**src/design/drict_pkg.sv**
```systemverilog
// drict_pkg: payload structs, table entry type and controller/datapath
// command and status groups for the dns response id conflict table
// no dependencies
`default_nettype none

package drict_pkg;

  // one parsed response
  typedef struct packed {
    logic [15:0] transaction_id;
    logic [31:0] answer_address;
  } req_item_t;

  // one result
  typedef struct packed {
    logic        is_summary;
    logic [31:0] address;
    logic        poison_flag;
    logic        last;
  } rsp_item_t;

  // one table entry
  typedef struct packed {
    logic [15:0] id;
    logic [31:0] address;
  } entry_t;

  // controller to datapath
  typedef struct packed {
    logic start;    // latch new response, restart scan
    logic advance;  // scan step: read next entry, emit pending conflict
    logic finish;   // emit final result, append pair
  } cmd_t;

  // datapath to controller
  typedef struct packed {
    logic hit_pending;  // registered entry matches the new id
    logic out_free;     // output register can take a result this cycle
    logic scan_done;    // every valid entry has been read and checked
  } status_t;

endpackage

`default_nettype wire

```
**src/design/drict_ctrl.sv**
```systemverilog
// drict_ctrl: controller state machine, sequences accept, scan and final result
// depends on drict_pkg
`default_nettype none

module drict_ctrl (
  input  wire logic              clk,
  input  wire logic              rst,
  input  wire logic              req_valid,
  output logic                   req_ready,
  input  wire drict_pkg::status_t st,
  output drict_pkg::cmd_t        cmd
);
  import drict_pkg::*;

  typedef enum logic [2:0] {
    ST_IDLE   = 3'b001,
    ST_SCAN   = 3'b010,
    ST_FINISH = 3'b100
  } state_t;

  state_t state;
  state_t state_next;

  assign req_ready = (state == ST_IDLE);

  always_comb begin
    state_next  = state;
    cmd         = '0;
    unique case (state)
      ST_IDLE: begin
        if (req_valid) begin
          cmd.start  = 1'b1;
          state_next = ST_SCAN;
        end
      end
      ST_SCAN: begin
        if (st.scan_done) begin
          state_next = ST_FINISH;
        end else begin
          // hold the scan while a matching entry waits for the output
          cmd.advance = !(st.hit_pending && !st.out_free);
        end
      end
      ST_FINISH: begin
        if (st.out_free) begin
          cmd.finish = 1'b1;
          state_next = ST_IDLE;
        end
      end
      default: begin
        state_next = ST_IDLE;
      end
    endcase
  end

  always_ff @(posedge clk) begin
    if (rst) begin
      state <= ST_IDLE;
    end else begin
      state <= state_next;
    end
  end

  // a conflict is never dropped: a pending hit with a full output holds the scan
  assert property (@(posedge clk) disable iff (rst)
    (st.hit_pending && !st.out_free) |-> !cmd.advance)
    else $error("scan advanced over a blocked conflict");

  // final result only goes out after the scan has finished
  assert property (@(posedge clk) disable iff (rst)
    cmd.finish |-> $past(state_next == ST_FINISH) && st.out_free)
    else $error("final result issued outside finish step");

  // a new response is only taken from idle
  assert property (@(posedge clk) disable iff (rst)
    cmd.start |=> (state == ST_SCAN))
    else $error("start did not enter scan");

endmodule

`default_nettype wire

```
**src/design/drict_dpath.sv**
```systemverilog
// drict_dpath: entry memory, fill count, scan counter, id compare and
// output register
// depends on drict_pkg
`default_nettype none

module drict_dpath #(
  parameter int DEPTH = 32
) (
  input  wire logic                clk,
  input  wire logic                rst,
  input  wire drict_pkg::req_item_t req,
  input  wire drict_pkg::cmd_t     cmd,
  output drict_pkg::status_t       st,
  output logic                     rsp_valid,
  input  wire logic                rsp_ready,
  output drict_pkg::rsp_item_t     rsp
);
  import drict_pkg::*;

  localparam int CntW  = $clog2(DEPTH + 1);
  localparam int AddrW = (DEPTH > 1) ? $clog2(DEPTH) : 1;

  entry_t          mem [DEPTH];
  entry_t          rd_data;
  logic            data_vld;
  logic [15:0]     id_q;
  logic [31:0]     addr_q;
  logic [CntW-1:0] n_q;
  logic [CntW-1:0] scan_idx;
  logic [CntW-1:0] fill_count;
  logic [CntW-1:0] wr_idx;
  logic            hit;
  logic            match;
  logic            rd_en;
  logic            load_out;
  rsp_item_t       out_next;

  assign match    = data_vld && (rd_data.id == id_q);
  assign rd_en    = cmd.advance && (scan_idx < n_q);
  assign wr_idx   = (n_q == CntW'(DEPTH)) ? '0 : n_q;
  assign load_out = (cmd.advance && match) || cmd.finish;

  assign st.hit_pending = match;
  assign st.out_free    = !rsp_valid || rsp_ready;
  assign st.scan_done   = !data_vld && (scan_idx == n_q);

  always_comb begin
    if (cmd.finish) begin
      out_next.is_summary  = 1'b1;
      out_next.address     = addr_q;
      out_next.poison_flag = hit;
      out_next.last        = 1'b1;
    end else begin
      out_next.is_summary  = 1'b0;
      out_next.address     = rd_data.address;
      out_next.poison_flag = 1'b0;
      out_next.last        = 1'b0;
    end
  end

  // entry memory, one write and one registered read port
  always_ff @(posedge clk) begin
    if (cmd.finish) begin
      mem[wr_idx[AddrW-1:0]] <= '{id: id_q, address: addr_q};
    end
    if (rd_en) begin
      rd_data <= mem[scan_idx[AddrW-1:0]];
    end
  end

  // response payload
  always_ff @(posedge clk) begin
    if (cmd.start) begin
      id_q   <= req.transaction_id;
      addr_q <= req.answer_address;
      n_q    <= fill_count;
    end
    if (load_out) begin
      rsp <= out_next;
    end
  end

  always_ff @(posedge clk) begin
    if (rst) begin
      data_vld   <= 1'b0;
      scan_idx   <= '0;
      hit        <= 1'b0;
      fill_count <= '0;
      rsp_valid  <= 1'b0;
    end else begin
      if (cmd.start) begin
        data_vld <= 1'b0;
        scan_idx <= '0;
        hit      <= 1'b0;
      end else if (cmd.advance) begin
        data_vld <= rd_en;
        if (rd_en) begin
          scan_idx <= scan_idx + 1'b1;
        end
        if (match) begin
          hit <= 1'b1;
        end
      end
      // full table wraps to entry 0, so the count restarts at one
      if (cmd.finish) begin
        fill_count <= wr_idx + 1'b1;
      end
      if (load_out) begin
        rsp_valid <= 1'b1;
      end else if (rsp_ready) begin
        rsp_valid <= 1'b0;
      end
    end
  end

  assert property (@(posedge clk) disable iff (rst)
    fill_count <= CntW'(DEPTH))
    else $error("fill count beyond table depth");

  assert property (@(posedge clk) disable iff (rst)
    rd_en |-> (scan_idx < fill_count))
    else $error("read of an entry that was never written");

  assert property (@(posedge clk) disable iff (rst)
    load_out |-> st.out_free)
    else $error("output register overwritten before transfer");

  assert property (@(posedge clk) disable iff (rst)
    cmd.finish |=> rsp_valid && rsp.last && rsp.is_summary)
    else $error("final result not presented after finish");

endmodule

`default_nettype wire

```
**src/design/dns_response_id_conflict_table.sv**
```systemverilog
// dns_response_id_conflict_table: top level, joins controller and datapath
// depends on drict_pkg, drict_ctrl, drict_dpath
//
//   channel | role   | handshake            | payload
//   --------+--------+----------------------+---------------------------------
//   req     | input  | req_valid/req_ready  | transaction_id, answer_address
//   rsp     | output | rsp_valid/rsp_ready  | is_summary, address, poison_flag,
//           |        |                      | last
//
// one response goes through these steps: take the transfer, read the n stored
// entries (n at most DEPTH) through the single read port of the entry memory,
// see the scan end, issue the final result
// while the output register stays full with a conflict or the final result
// waiting, the scan or the final result is held
// req_ready is high only while no response is in work
// reset clears the fill count and all control; memory contents stay undefined
`default_nettype none

module dns_response_id_conflict_table #(
  parameter int DEPTH = 32
) (
  input  wire logic                 clk,
  input  wire logic                 rst,
  input  wire logic                 req_valid,
  output logic                      req_ready,
  input  wire drict_pkg::req_item_t req,
  output logic                      rsp_valid,
  input  wire logic                 rsp_ready,
  output drict_pkg::rsp_item_t      rsp
);
  import drict_pkg::*;

  // command and status between controller and datapath
  cmd_t    cmd;
  status_t st;

  // sequencer: idle, scan of the stored entries, final result
  drict_ctrl u_ctrl (
    .clk       (clk),
    .rst       (rst),
    .req_valid (req_valid),
    .req_ready (req_ready),
    .st        (st),
    .cmd       (cmd)
  );

  // table memory, compare and output register
  drict_dpath #(
    .DEPTH (DEPTH)
  ) u_dpath (
    .clk       (clk),
    .rst       (rst),
    .req       (req),
    .cmd       (cmd),
    .st        (st),
    .rsp_valid (rsp_valid),
    .rsp_ready (rsp_ready),
    .rsp       (rsp)
  );

endmodule

`default_nettype wire
```
**config.mk**
```make
export PLATFORM = sky130hd
export DESIGN_NAME = dns_response_id_conflict_table
export DESIGN_NICKNAME = d
export VERILOG_FILES = /design/src/design/drict_pkg.sv /design/src/design/drict_ctrl.sv /design/src/design/drict_dpath.sv /design/src/design/dns_response_id_conflict_table.sv
export SDC_FILE = /design/constraint.sdc
export NUM_CORES = 2
export LEC_CHECK = 0
export BUFFER_PORTS_ARGS = -buffer_cell sky130_fd_sc_hd__buf_4
export CAP_MARGIN = 10
export CORE_ASPECT_RATIO = 0.75
export CORE_MARGIN = 1
export CORE_UTILIZATION = 60
export CTS_BUF_LIST = sky130_fd_sc_hd__clkbuf_4 sky130_fd_sc_hd__clkbuf_8
export DETAILED_ROUTE_END_ITERATION = 10
export GPL_TIMING_DRIVEN = 0
export HOLD_SLACK_MARGIN = 0.06
export PLACE_DENSITY = 0.83
export SKIP_CTS_REPAIR_TIMING = 1
export SYNTH_ARGS = -nofsm -noshare
export SYNTH_HDL_FRONTEND = slang
export SYNTH_SLANG_ARGS = --single-unit
export TNS_END_PERCENT = 10
```
**constraint.sdc**
```tcl
create_clock -name clk -period 7.5 [get_ports clk]
set_input_delay 0.375 -clock clk [delete_from_list [all_inputs] [get_ports clk]]
set_output_delay 0.375 -clock clk [all_outputs]
set_load 0.02 [all_outputs]
```
# Word level (Yosys, flattened, before mapping)
# Memories as Yosys holds them, arrays and structs flattened. A register that Yosys moved wholly into a read port is not among the register bits.
# Cells that the tools add are included.
dict set report word_totals {
  register_bits 107
  mem_bits_rw 1536
  in_bits 52
  output_inout_bits 37
  mem_count 1
}
# name depth width read_ports rd_ports_with_merged_regs write_ports line_no
set mem_list {}
lappend mem_list {u_dpath.mem 32 48 1 1 1 drict_dpath.sv:23} ;# entry_t mem [DEPTH];
dict set report classes {
  n_addsub 2
  n_lt_le_gt_ge 1
  n_eq_ne 9
  n_mux 16
  reduce_logical 16
}
# op count
set ops {}
lappend ops {{35-bit 2-to-1 mux} 1}
lappend ops {{16-bit == test} 1}
lappend ops {{6-bit by 1-bit adder with 6-bit output (second input constant)} 2}
lappend ops {{1-bit 2-to-1 mux} 10}
lappend ops {{3-bit 2-to-1 mux} 3}
lappend ops {{3-bit case mux with 3 select lines} 1}
lappend ops {{6-bit == test} 1}
lappend ops {{6-bit == test (second input constant)} 1}
lappend ops {{6-bit less-than comparator} 1}
lappend ops {{6-bit 2-to-1 mux} 1}
lappend ops {{1-bit logical AND} 5}
lappend ops {{1-bit logical NOT} 4}
lappend ops {{2-bit != test (second input constant)} 2}
lappend ops {{2-bit AND reduction} 2}
lappend ops {{3-bit by 1-bit == test with 1-bit output (second input constant)} 1}
lappend ops {{3-bit by 2-bit == test with 1-bit output (second input constant)} 1}
lappend ops {{3-bit == test (second input constant)} 1}
lappend ops {{3-bit AND reduction} 1}
lappend ops {{1-bit logical OR} 2}
lappend ops {{2-bit by 1-bit != test with 1-bit output (second input constant)} 1}
lappend ops {{2-bit nonzero test} 1}
lappend ops {{2-bit OR reduction} 1}

# Longest topological paths before layout
dict set report logic_depth {
  ltp_word 10
  mapped_depth 11
  depth_no_buf 8
}

# Modules after synthesis
# From an unflattened synthesis, not the netlist that was laid out.
dict set report unflattened {
  cells_unflattened 2888
  hier_area_um2 63816.2
}
# mod instances cells_each area_each_um2
set by_module_without_submodules {}
lappend by_module_without_submodules {drict_dpath 1 2867 63623.5}
lappend by_module_without_submodules {drict_ctrl 1 21 192.7}

# Worst setup path after synthesis
# OpenSTA, ideal clock, no wires.
dict set report synth_path {
  path_kind {flip-flop to flip-flop}
  startpoint {register u_dpath.scan_idx[0]}
  endpoint {register u_dpath.rsp[0] (netlist name)}
  setup_time_ns 0.472
  arrival_ns 4.032
  setup_slack_ns 2.996
  stages_incl_launch_ff 10
  n_path_buf 3
  synth_period_minus_slack_ns 4.504
  cell_sequence {dfxtp_1 > buf_6 > buf_2 > buf_4 > inv_1 > ha_1 > nand4_1 > o31ai_1 > nand3b_1 > o21ai_0}
}
dict set report synth_via {
  elab_chain_len 6
}
# element line_no
set synth_lines {}
lappend synth_lines {{from (decl)} drict_dpath.sv:29} ;# logic [CntW-1:0] scan_idx;
lappend synth_lines {{from (signal assigned)} drict_dpath.sv:98} ;# scan_idx <= scan_idx + 1'b1;
lappend synth_lines {{6-bit == test} drict_dpath.sv:45} ;# assign st.scan_done = !data_vld && (scan_idx == n_q);
lappend synth_lines {{1-bit logical AND} drict_dpath.sv:45}
lappend synth_lines {{1-bit 2-to-1 mux} drict_ctrl.sv:37} ;# if (st.scan_done) begin
lappend synth_lines {{1-bit 2-to-1 mux} drict_ctrl.sv:29} ;# unique case (state)
lappend synth_lines {{1-bit logical AND} drict_dpath.sv:41} ;# assign load_out = (cmd.advance && match) || cmd.finish;
lappend synth_lines {{1-bit logical OR} drict_dpath.sv:41}
lappend synth_lines {{via u_dpath.load_out} drict_dpath.sv:35} ;# logic load_out;
# The timed path passes the listed nets, and every way through them passes these cells.
# A chain may end at the register's enable or synchronous reset.

# Final worst setup path
dict set report layout_path {
  startpoint {register u_dpath.rsp_valid}
  endpoint {memory u_dpath.mem[27][30] (netlist name), enable pin}
}
dict set report layout_via {
  elab_chain_len 6
}
# element line_no
set layout_lines {}
lappend layout_lines {{from (decl)} drict_dpath.sv:14} ;# output logic rsp_valid,
lappend layout_lines {{from (signal assigned)} drict_dpath.sv:89} ;# rsp_valid <= 1'b0;
lappend layout_lines {{from (signal assigned)} drict_dpath.sv:109} ;# rsp_valid <= 1'b1;
lappend layout_lines {{from (signal assigned)} drict_dpath.sv:111} ;# rsp_valid <= 1'b0;
lappend layout_lines {{1-bit logical NOT} drict_dpath.sv:44} ;# assign st.out_free = !rsp_valid || rsp_ready;
lappend layout_lines {{1-bit logical OR} drict_dpath.sv:44}
lappend layout_lines {{1-bit 2-to-1 mux} drict_ctrl.sv:45} ;# if (st.out_free) begin
lappend layout_lines {{1-bit 2-to-1 mux} drict_ctrl.sv:29}
lappend layout_lines {{1-bit 2-to-1 mux} drict_dpath.sv:63} ;# if (cmd.finish) begin
lappend layout_lines {{1-bit 2-to-1 mux (implied by the code)} drict_dpath.sv:64} ;# mem[wr_idx[AddrW-1:0]] <= '{id: id_q, address: addr_q};
lappend layout_lines {{to (decl)} drict_dpath.sv:23}
# Every way passes these cells.

==> results.toml <==
[global_routing]
grt_overflow = 0
track_usage = 0.3165
grt_pass1_wl_mm = 234.4
grt.busiest_layer = "met2"
grt_pass1_vias = 33040
met3_usage = 0.08534
antenna_found_initial = 9
grt_use_met1 = 0.4273
met2_usage = 0.4895
grt_max_degree = 35

[layout]
seq_area_um2 = 50570
drive_gt1_frac = 0.3452
fin_area_um2 = 73580
multi_input_area_um2 = 13010
fin_nets = 3145
area_growth_pct = 15.05
instances_no_fill = 4686
fill_cells = 5745

[clock_network]
cts_tree = "built"
cts.sinks = 1690
htreeDepth = 4
clock-root-buffer = "clkbuf_8"
clock_latency_ns = 0.97
numCtsBuffers = 230
cts_buffer_depth = 3
clkTransAtPathRegs_ns = 0.07

[floorplanning]
rows = 103
coreArea_um2 = 105400
die_w_um = 379
die_height_um = 284.8
io_pins = 89
dieArea_um2 = 107900
start_util = 0.6067

[timing]
fin_crit_ns = 4.855
fin_skew_ns = 0.05368
finalHoldViolCount = 0
fmax_mhz = 206.0
setup_viol = 0
holdWs_ns = 0.1229
period_share = 0.6473
slew_headroom = 0.09663
report.final.slew_viol_count = 0
tns_ns = 0
worst_pin_slew_ns = 1.355
rsz0062_at_grt = "no"

[yosys]
synth_top_cells_by_area = "edfxtp_1 (79%), mux4_2 (17%), mux2_2 (0.86%), nand2_1 (0.69%), dfxtp_1 (0.56%)"
synth_ff_type = "edfxtp_1"
synth_top_area_cell = "edfxtp_1"
async_flop_share = 0
yosys_register_bits = 1690
syn_inst = 2628
synth-warning-count = 0
synth_most_common_cell = "edfxtp_1"
synth_edf_count = 1672
synth_nets = 2692
yosysTopAreaCellShare = 0.7850
ys_seq_area_frac = 0.7906
synth.distinct_cells = 42
synthTopCellsByCount = "edfxtp_1 (1672), mux4_2 (480), nand2_1 (117), clkbuf_1 (64), mux2_2 (49)"
netlist_area_um2 = 63960
avgSynthCellArea_um2 = 24.34

[drt]
drtPass1Iterations = 11
vias = 32500
detail-route-antenna-nets = 0
via_per_inst = 6.936
remaining_drc_errors = 1
wl_mm = 167.7
post_drt_wl_per_cell_um = 35.79
first_iter_violations = 5716

[run]
cap_violations = 0

[worst_setup_path]
critPathLaunchType = "register"
path_class = "reg2reg"
required_ns = 8.13
setup.worst_path.end_class = "register"
arrival_ns = 5.49
cp_max_fo = 13

[placed_design]
dp.cells = 4211
placed_cell_area_um2 = 68430
globalplace.congestion = 0.8443
hpwl_mm = 104.8
numPortBuffers = 88

[power_and_ir_drop]
p_leak_nw = 22.59
ir_drop_uv = 157.0
cellPowerDensity_nw_per_um2 = 243.1
power_mw = 17.89

[outcome]
violations = "DRC"
status = "finished with violations"

[worst_hold_path]
holdCritPathClass = "in2reg"
## worst max-delay path, cell delays in order, from the launching register on
cell and delay [ns]:
dfxtp_1 0.33, nor2b_1 0.25, or3_1 0.41, clkbuf_1 0.57, inv_2 0.36, clkbuf_1 0.63, nand2_1 0.69, nor2_4 0.78
buf_12 0.28, buf_16 0.19
## final cells by class
| class | instances | share of cell area |
|---|---|---|
| clock buffers | 303 | 0.05089 |
| plain buffers | 127 | 0.007975 |
| inverters | 14 | 0.0007482 |
| diodes | 4 | 0.0001360 |
| repair buffers | 221 | 0.04100 |
| clock inverters | 113 | 0.01117 |
| flip-flops and latches | 1690 | 0.6872 |
| well taps | 1417 | 0.02409 |
| multi-input cells | 797 | 0.1768 |
## sequential cells by signal, indices dropped and copies added, names as in the netlist
signal,flops
u_dpath.mem,1536
u_dpath.rd_data,48
u_dpath.rsp,34
u_dpath.addr_q,32
u_dpath.id_q,16
u_dpath.fill_count,6
u_dpath.n_q,6
u_dpath.scan_idx,6
u_ctrl.state,3
u_dpath.data_vld,1
u_dpath.hit,1
u_dpath.rsp_valid,1
## cells in the final DEF, fill, tap and decap left out, drive strengths merged, types with 3 or more instances in the layout
cell type,count
nand2b,5
mux2,49
ha,12
xnor2,10
bufinv,9
a211oi,4
nor4,3
a31oi,3
diode,4
dlygate4sd3,51
clkbuf,367
mux4,480
nor2b,3
a21oi,8
clkinv,94
edfxtp,1672
nand3,13
nand4,3
or3,4
and3,3
nor2,47
inv,22
buf,233
nand2,117
xor2,7
nor3,5
dfxtp,18
mux2i,4
## worst paths after layout
| path | cells past startpoint | slack [ns] | startpoint | endpoint |
|---|---|---|---|---|
| worst max-delay path | 9 | 2.65 | u_dpath.rsp_valid | u_dpath.mem[27][30] |
| worst min-delay path | 2 | 0.12 | req[39] | u_dpath.id_q[7] |
| worst max register to register | 9 | 2.65 | u_dpath.rsp_valid | u_dpath.mem[27][30] |
| worst min register to register | 0 | 0.44 | u_dpath.fill_count[3] | u_dpath.n_q[3] |
## layer usage
layer / wire length (µm) / share of wire
met5: 28 / 0.00017
met4: 8102 / 0.048
met3: 23150 / 0.14
met2: 79890 / 0.48
met1: 56540 / 0.34
## power breakdown
group | internal, mW | switching [mW]
sequential | 10.4 | 0.166
clock | 3.58 | 3.47
combinational | 0.106 | 0.120
## through the flow
step | util | worst slack, ns
2_1_floorplan | - | 2.996
3_3_place_gp | 0.6298 | -1.049
3_5_place_dp | 0.6491 | 2.835
4_1_cts | 0.6924 | 2.810
5_1_grt | 0.6980 | 2.621
6_report | 0.6980 | 2.645
## cell families after synthesis
logic type,after synthesis,share of synthesized area
compound gates,25,0.002622
xor+xnor,17,0.002328
fa+ha+maj,12,0.002347
buf+inv,141,0.009938
flops,1690,0.7906
mux,533,0.1783
simple gates,210,0.01385
(Power assumes the default switching activity.)
